===== src/rtl/rmfh_pkg.sv =====
`timescale 1ns / 1ps
// ----------------------------------------------------------------------------
// rmfh_pkg
// shared types and codes for the recursive mutex lock unit
// ----------------------------------------------------------------------------
package rmfh_pkg;

    // default sizing, used as the defaults of the top level parameters
    localparam int DEF_QUEUE_DEPTH = 16;
    localparam int DEF_MAX_DEPTH   = 255;

    // request codes
    localparam logic CMD_ACQUIRE = 1'b0;
    localparam logic CMD_RELEASE = 1'b1;

    // result status codes
    localparam logic [2:0] ST_ACQ_FREE = 3'd0;
    localparam logic [2:0] ST_REENTER  = 3'd1;
    localparam logic [2:0] ST_QUEUED   = 3'd2;
    localparam logic [2:0] ST_LOWERED  = 3'd3;
    localparam logic [2:0] ST_FREED    = 3'd4;
    localparam logic [2:0] ST_HANDOFF  = 3'd5;
    localparam logic [2:0] ST_ERROR    = 3'd6;

    // controller to datapath commands
    typedef struct packed {
        logic capture;  // latch the incoming request
        logic exec;     // resolve the latched request and load the result
    } t_ctrl_cmd;

endpackage


===== src/rtl/rmfh_ctrl.sv =====
`timescale 1ns / 1ps
// ----------------------------------------------------------------------------
// rmfh_ctrl
// request sequencer and result handshake for the lock unit
// ----------------------------------------------------------------------------
module rmfh_ctrl
    import rmfh_pkg::*;
(
    input  logic      i_clk,
    input  logic      i_rst_n,
    input  logic      i_in_valid,
    output logic      o_in_ready,
    output logic      o_out_valid,
    input  logic      i_out_ready,
    output t_ctrl_cmd o_cmd
);

    localparam logic S_IDLE = 1'b0;
    localparam logic S_EXEC = 1'b1;

    logic r_state, n_state;
    logic r_out_valid, n_out_valid;
    logic w_accept;

    // result slot is free, or drains at this same edge
    assign o_in_ready = (r_state == S_IDLE) && (!r_out_valid || i_out_ready);
    assign w_accept   = i_in_valid && o_in_ready;

    always_comb begin
        n_state = r_state;
        case (r_state)
            S_IDLE: begin
                if (w_accept) begin
                    n_state = S_EXEC;
                end
            end
            S_EXEC: begin
                n_state = S_IDLE;
            end
            default: begin
                n_state = S_IDLE;
            end
        endcase
    end

    always_comb begin
        n_out_valid = r_out_valid;
        if (r_state == S_EXEC) begin
            n_out_valid = 1'b1;
        end else if (r_out_valid && i_out_ready) begin
            n_out_valid = 1'b0;
        end
    end

    always_ff @(posedge i_clk) begin
        if (!i_rst_n) begin
            r_state     <= S_IDLE;
            r_out_valid <= 1'b0;
        end else begin
            r_state     <= n_state;
            r_out_valid <= n_out_valid;
        end
    end

    assign o_out_valid   = r_out_valid;
    assign o_cmd.capture = w_accept;
    assign o_cmd.exec    = (r_state == S_EXEC);

endmodule


===== src/rtl/rmfh_dp.sv =====
`timescale 1ns / 1ps
// ----------------------------------------------------------------------------
// rmfh_dp
// lock state, wait queue memory and result registers
// ----------------------------------------------------------------------------
module rmfh_dp
    import rmfh_pkg::*;
#(
    parameter int QUEUE_DEPTH = DEF_QUEUE_DEPTH,
    parameter int MAX_DEPTH   = DEF_MAX_DEPTH
) (
    input  logic       i_clk,
    input  logic       i_rst_n,
    input  t_ctrl_cmd  i_cmd,
    input  logic       i_cfg_we,
    input  logic       i_cfg_wdata,
    input  logic       i_command,
    input  logic [7:0] i_thread_id,
    output logic [2:0] o_status,
    output logic       o_owner_valid,
    output logic [7:0] o_owner_id,
    output logic [7:0] o_woken_id,
    output logic [7:0] o_hold_depth
);

    localparam int QW = (QUEUE_DEPTH > 1) ? $clog2(QUEUE_DEPTH) : 1;
    localparam int CW = $clog2(QUEUE_DEPTH + 1);
    localparam logic [QW-1:0] PTR_LAST = QW'(QUEUE_DEPTH - 1);
    localparam logic [CW-1:0] CNT_FULL = CW'(QUEUE_DEPTH);
    localparam logic [7:0]    DEPTH_MAX = 8'(MAX_DEPTH);

    // configuration
    logic r_mode;

    // latched request
    logic       r_cmd;
    logic [7:0] r_tid;

    // lock state
    logic          r_own_vld, n_own_vld;
    logic [7:0]    r_own_id,  n_own_id;
    logic [7:0]    r_depth,   n_depth;
    logic [QW-1:0] r_head,    n_head;
    logic [QW-1:0] r_tail,    n_tail;
    logic [CW-1:0] r_count,   n_count;

    // wait queue
    logic [7:0] r_queue [QUEUE_DEPTH];
    logic [7:0] r_rd_data;

    logic       w_holder;
    logic [7:0] w_limit;
    logic       w_push;
    logic [2:0] w_status;
    logic [7:0] w_woken;

    // result registers
    logic [2:0] r_status;
    logic       r_owner_valid;
    logic [7:0] r_owner_id;
    logic [7:0] r_woken_id;
    logic [7:0] r_hold_depth;

    assign w_holder = r_own_vld && (r_own_id == r_tid);
    assign w_limit  = r_mode ? DEPTH_MAX : 8'd1;

    always_comb begin
        n_own_vld = r_own_vld;
        n_own_id  = r_own_id;
        n_depth   = r_depth;
        n_head    = r_head;
        n_tail    = r_tail;
        n_count   = r_count;
        w_push    = 1'b0;
        w_woken   = 8'd0;
        w_status  = ST_ERROR;
        if (r_cmd == CMD_ACQUIRE) begin
            if (w_holder) begin
                if (r_depth < w_limit) begin
                    n_depth  = r_depth + 8'd1;
                    w_status = ST_REENTER;
                end
            end else if (!r_own_vld) begin
                n_own_vld = 1'b1;
                n_own_id  = r_tid;
                n_depth   = 8'd1;
                w_status  = ST_ACQ_FREE;
            end else if (r_count != CNT_FULL) begin
                w_push   = 1'b1;
                n_tail   = (r_tail == PTR_LAST) ? '0 : r_tail + QW'(1);
                n_count  = r_count + CW'(1);
                w_status = ST_QUEUED;
            end
        end else begin
            if (w_holder) begin
                if (r_depth > 8'd1) begin
                    n_depth  = r_depth - 8'd1;
                    w_status = ST_LOWERED;
                end else if (r_count != '0) begin
                    // head entry was written at least one request earlier
                    w_woken  = r_rd_data;
                    n_own_id = r_rd_data;
                    n_depth  = 8'd1;
                    n_head   = (r_head == PTR_LAST) ? '0 : r_head + QW'(1);
                    n_count  = r_count - CW'(1);
                    w_status = ST_HANDOFF;
                end else begin
                    n_own_vld = 1'b0;
                    n_own_id  = 8'd0;
                    n_depth   = 8'd0;
                    w_status  = ST_FREED;
                end
            end
        end
    end

    always_ff @(posedge i_clk) begin
        if (!i_rst_n) begin
            r_mode    <= 1'b0;
            r_own_vld <= 1'b0;
            r_own_id  <= 8'd0;
            r_depth   <= 8'd0;
            r_head    <= '0;
            r_tail    <= '0;
            r_count   <= '0;
        end else begin
            if (i_cfg_we) begin
                r_mode <= i_cfg_wdata;
            end
            if (i_cmd.exec) begin
                r_own_vld <= n_own_vld;
                r_own_id  <= n_own_id;
                r_depth   <= n_depth;
                r_head    <= n_head;
                r_tail    <= n_tail;
                r_count   <= n_count;
            end
        end
    end

    always_ff @(posedge i_clk) begin
        if (i_cmd.capture) begin
            r_cmd <= i_command;
            r_tid <= i_thread_id;
        end
    end

    always_ff @(posedge i_clk) begin
        if (i_cmd.exec && w_push) begin
            r_queue[r_tail] <= r_tid;
        end
        r_rd_data <= r_queue[r_head];
    end

    always_ff @(posedge i_clk) begin
        if (i_cmd.exec) begin
            r_status      <= w_status;
            r_owner_valid <= n_own_vld;
            r_owner_id    <= n_own_vld ? n_own_id : 8'd0;
            r_woken_id    <= w_woken;
            r_hold_depth  <= n_own_vld ? n_depth : 8'd0;
        end
    end

    assign o_status      = r_status;
    assign o_owner_valid = r_owner_valid;
    assign o_owner_id    = r_owner_id;
    assign o_woken_id    = r_woken_id;
    assign o_hold_depth  = r_hold_depth;

endmodule


===== src/rtl/recursive_mutex_fifo_handoff.sv =====
`timescale 1ns / 1ps
// ----------------------------------------------------------------------------
// recursive_mutex_fifo_handoff
// lock unit for one recursive mutex with first-in first-out hand-off
// ----------------------------------------------------------------------------
//  channel   handshake                  payload
//  request   i_in_valid / o_in_ready    i_command, i_thread_id
//  result    o_out_valid / i_out_ready  o_status, o_owner_valid, o_owner_id,
//                                       o_woken_id, o_hold_depth
//  config    i_cfg_we                   i_cfg_wdata (recursive mode)
//
//  a request is latched, then resolved against the lock state and the
//  wait queue memory, whose head read is registered
//  one result per request; a new request is taken while the previous result
//  is being drained at the same edge
//  a stalled result holds the request side off until it is taken
//  synchronous active-low reset frees the lock and empties the queue;
//  queue entries are not cleared and are read only after being written
// ----------------------------------------------------------------------------
module recursive_mutex_fifo_handoff
    import rmfh_pkg::*;
#(
    parameter int QUEUE_DEPTH = DEF_QUEUE_DEPTH,
    parameter int MAX_DEPTH   = DEF_MAX_DEPTH
) (
    input  logic       i_clk,
    input  logic       i_rst_n,
    // configuration
    input  logic       i_cfg_we,
    input  logic       i_cfg_wdata,
    // request transaction
    input  logic       i_in_valid,
    output logic       o_in_ready,
    input  logic       i_command,
    input  logic [7:0] i_thread_id,
    // result transaction
    output logic       o_out_valid,
    input  logic       i_out_ready,
    output logic [2:0] o_status,
    output logic       o_owner_valid,
    output logic [7:0] o_owner_id,
    output logic [7:0] o_woken_id,
    output logic [7:0] o_hold_depth
);

    t_ctrl_cmd w_cmd;

    // sequencer: accepts a request, runs the resolve step, holds the result
    rmfh_ctrl u_ctrl (
        .i_clk       (i_clk),
        .i_rst_n     (i_rst_n),
        .i_in_valid  (i_in_valid),
        .o_in_ready  (o_in_ready),
        .o_out_valid (o_out_valid),
        .i_out_ready (i_out_ready),
        .o_cmd       (w_cmd)
    );

    // owner, depth, wait queue and result payload
    rmfh_dp #(
        .QUEUE_DEPTH (QUEUE_DEPTH),
        .MAX_DEPTH   (MAX_DEPTH)
    ) u_dp (
        .i_clk         (i_clk),
        .i_rst_n       (i_rst_n),
        .i_cmd         (w_cmd),
        .i_cfg_we      (i_cfg_we),
        .i_cfg_wdata   (i_cfg_wdata),
        .i_command     (i_command),
        .i_thread_id   (i_thread_id),
        .o_status      (o_status),
        .o_owner_valid (o_owner_valid),
        .o_owner_id    (o_owner_id),
        .o_woken_id    (o_woken_id),
        .o_hold_depth  (o_hold_depth)
    );

endmodule


===== config.mk =====
export PLATFORM = sky130hd
export DESIGN_NAME = recursive_mutex_fifo_handoff
export DESIGN_NICKNAME = d
export VERILOG_FILES = /design/src/rtl/rmfh_pkg.sv /design/src/rtl/rmfh_ctrl.sv /design/src/rtl/rmfh_dp.sv /design/src/rtl/recursive_mutex_fifo_handoff.sv
export SDC_FILE = /design/constraint.sdc
export NUM_CORES = 1
export LEC_CHECK = 0
export BUFFER_PORTS_ARGS = -buffer_cell sky130_fd_sc_hd__buf_2
export CAP_MARGIN = 10
export CORE_ASPECT_RATIO = 0.9
export CORE_MARGIN = 2
export CORE_UTILIZATION = 40
export CTS_BUF_LIST = sky130_fd_sc_hd__clkbuf_4
export CTS_CLUSTER_SIZE = 14
export DETAILED_ROUTE_END_ITERATION = 16
export GPL_TIMING_DRIVEN = 0
export SYNTH_ARGS = -nofsm -noshare
export SYNTH_HDL_FRONTEND = slang
export SYNTH_HIERARCHICAL = 1
export SYNTH_SLANG_ARGS = --single-unit

===== constraint.sdc =====
create_clock -name i_clk -period 2.8 [get_ports i_clk]
set_input_delay 0.56 -clock i_clk [delete_from_list [all_inputs] [get_ports i_clk]]
set_output_delay 0.56 -clock i_clk [all_outputs]
set_load 0.02 [all_outputs]

==> impl_metrics.json <==
{
  "status": "finished, final reports clean",
  "yosys.area_share.simple_pct": 9.84,
  "hold_class": "primary input to flop",
  "path_buf_inv": 3,
  "fp.dieW_um": 164,
  "synth_area_per_cell_um2": 14.6,
  "power_mw": 6.30,
  "finalCritPeriodShare_pct": 97.9,
  "clock-sinks": 206,
  "max-cap-violations": 0,
  "htree_levels": 2,
  "r2r-start": "u_dp/r_tid[4]",
  "cts.clk_slew.worst_paths_ps": 70,
  "ir_drop_v": 0.000404,
  "crit_arrival_ps": 3320,
  "crit_required_ps": 3380,
  "ys_ff_latch": 206,
  "vias": 5944,
  "tightest_slew_ps": 836,
  "post-route-drc-count": 0,
  "cts.path.max_buffers": 3,
  "grt_pass1_vias": 5994,
  "syn_to_final_growth_pct": 18.3,
  "core_area_mm2": 0.0226,
  "final_cells": 1095,
  "synthAdderAreaFrac_pct": 2.93,
  "min_to": "u_dp/r_tid[7]",
  "initial_core_util_pct": 40.9,
  "finalClockSkew_ps": 63.1,
  "dp_hpwl_mm": 15.0,
  "synth_top_family_by_area": "multiplexers",
  "dpl.cell_count": 974,
  "hold_depth": 1,
  "slew_viol_final": 0,
  "end_kind": "flop",
  "netlist_area_mm2": 0.00923,
  "r2r-end": "u_dp/r_count[4]",
  "hold_violations": 0,
  "antenna_found_initial": 1,
  "synth-main-ff-cell": "edfxtp_1",
  "placed_cell_area_mm2": 0.00983,
  "grt_max_degree": 31,
  "cp_max_fo": 9,
  "rsz0062_at_grt": "true",
  "viasPerCell": 5.43,
  "pin_count": 45,
  "first_pass_iters": 5,
  "antenna_left": 0,
  "synthTopCellsByArea": "edfxtp_1 54%, mux4_2 9.8%, dfxtp_1 8.9%",
  "drtIter0Drc": 564,
  "reg2reg_setup_slack_ps": 60,
  "synth_cell_types": 68,
  "grt_pass1_wl_mm": 34.1,
  "synth_top_area_share_pct": 53.7,
  "die_y_um": 148,
  "p_per_area_mw_per_mm2": 576,
  "max_freq_mhz": 365,
  "layout.nets": 790,
  "p_leak_nw": 3.73,
  "start_kind": "flop",
  "drt-total-wl_mm": 22.3,
  "gp_congestion": 0.868,
  "grt.total_usage_pct": 18.8,
  "drive_above_1_share_pct": 30.9,
  "max_stage_delay_ps": 430,
  "clock_latency_ps": 680,
  "rows": 52,
  "fin_area_mm2": 0.0109,
  "synthMuxAreaShare_pct": 12.4,
  "yosysSeqAreaShare_pct": 62.5,
  "root_buffer": "clkbuf_4",
  "async_flop_share_pct": 0,
  "post-synth-top-count-cell": "edfxtp_1",
  "synth-compound-area-share_pct": 6.94,
  "tritoncts": "done",
  "crit_chain": "xor2_1 -> nor4_2 -> and3_1 -> buf_6 -> inv_4 -> ha_1 -> a2111oi_4 -> buf_4 -> nand2_1 -> xnor2_1 -> and2_1",
  "synth_edf_count": 165,
  "crit_family": "simple AND/OR/NAND/NOR gates",
  "synth_xor_area_share_pct": 1.80,
  "path_class": "flop to flop",
  "yosysTopAreaCell": "edfxtp_1",
  "slowest_stage": "nor4_2",
  "cts_buffers": 52,
  "worst_slack_ps": 60.1,
  "finish.utilization_pct": 48.4,
  "finalCriticalPeriod_ps": 2740,
  "io_buffer_count": 44,
  "pre_cts_ws_ps": -671,
  "ys_top_cells_by_count": "165 x edfxtp_1, 41 x dfxtp_1, 40 x mux4_2, 40 x nand2_1, 38 x nor2_1",
  "ys_warn_count": 6,
  "worstRegToRegCells": 11,
  "die_area_mm2": 0.0243,
  "grt_overflow": 0,
  "min_from": "i_thread_id[7]",
  "routedWlPerCell_um": 20.4,
  "finalSetupViolations": 0,
  "syn-num-nets": 669,
  "syn-instance-count": 633,
  "slew_headroom_pct": 44.2
}
-- where the power goes --
| group | switching [mW] | leakage (nW) | internal, mW |
|---|---|---|---|
| sequential | 0.0250 | 1.84 | 3.35 |
| combinational | 0.249 | 1.49 | 0.126 |
| clock | 1.21 | 0.403 | 1.34 |
-- per-stage QoR --
| step | setup TNS [ps] | hold WS, ps |
|---|---|---|
| CTS | -94.2 | 0.663 |
| finish | 0 | 57.7 |
| global placement | -48060 | 501 |
| floorplan | 0 | 482 |
| detailed placement | -58910 | 524 |
| global route | -29.6 | 1.94 |
-- cells by family (layout without fill, tap and decap cells) --
logic type,count (synthesis),in the layout
multiplexers,64,64
AO/OA/AOI/OAI,93,93
AND/OR/NAND/NOR,166,166
adder cells (fa/ha/maj),21,21
XOR/XNOR,19,19
buffers and inverters,64,228
other,0,1
flip-flops,206,206
-- per-layer routing --
layer,global-route usage [%],wire length (um),vias to the layer above
li1,-,-,2712
met1,27.0,10100,2963
met2,27.9,10200,224
met3,4.02,1480,45
met4,7.37,584,0
met5,0,0,-
-- cell type report --
cell class / count / area [um^2]
clock buffers: 75 / 563
multi-input cells: 363 / 3330
repair buffers: 67 / 425
inverters: 24 / 92.6
well taps: 297 / 372
diodes: 1 / 2.50
plain buffers: 40 / 241
fillers: 1981 / 11700
clock inverters: 22 / 121
flip-flops and latches: 206 / 5780
-- layout by cell type (no fill, tap or decap), types with 9 or more instances in the layout --
| master | instances |
|---|---|
| a21oi_1 | 17 |
| and2_1 | 11 |
| mux2i_1 | 20 |
| nor2_1 | 26 |
| and3_1 | 12 |
| inv_1 | 22 |
| o22ai_1 | 21 |
| edfxtp_1 | 165 |
| clkinv_1 | 18 |
| o21a_1 | 10 |
| nand2_1 | 35 |
| mux4_2 | 40 |
| clkbuf_4 | 75 |
| nor2_4 | 14 |
| nor2b_1 | 10 |
| clkbuf_1 | 18 |
| dfxtp_1 | 41 |
| o21ai_0 | 11 |
| ha_1 | 19 |
| xor2_1 | 10 |
| xnor2_1 | 9 |
| buf_2 | 50 |
| buf_4 | 23 |
-- flip-flops by register name, indices dropped and copies added (netlist names), 8 cells and up --
| name | count |
|---|---|
| u_dp/r_own_id | 8 |
| u_dp/r_queue | 128 |
| u_dp/o_owner_id | 8 |
| u_dp/r_tid | 8 |
| u_dp/r_depth | 8 |
| u_dp/o_woken_id | 8 |
| u_dp/r_rd_data | 8 |
| u_dp/o_hold_depth | 8 |
-- worst max path at each step --
| stage | start | slack, ps | endpoint | depth (start not counted) |
|---|---|---|---|---|
| after floorplan | u_dp/r_tid[7] | 70 | u_dp/r_count[4] | 10 |
| after detailed placement | u_dp/r_cmd | -670 | u_dp/r_queue[0][6] | 7 |
| after global routing | u_dp/r_tid[4] | -30 | u_dp/r_count[4] | 11 |
| after global placement | u_dp/r_cmd | -570 | u_dp/r_queue[0][5] | 7 |
| after CTS | u_dp/r_cmd | -20 | u_dp/r_queue[1][4] | 8 |
| final | u_dp/r_tid[4] | 60 | u_dp/r_count[4] | 11 |
-- repair_timing --
action                                  in CTS  in global routing
hold buffers                                 0                  3
hold endpoints to repair                     0                  3
endpoints found under the setup margin     174                108
gates resized for setup                     39                 12
buffers inserted                            16                  4
pin swaps                                    5                  5
No activity file was read; power rests on OpenSTA's default activity.
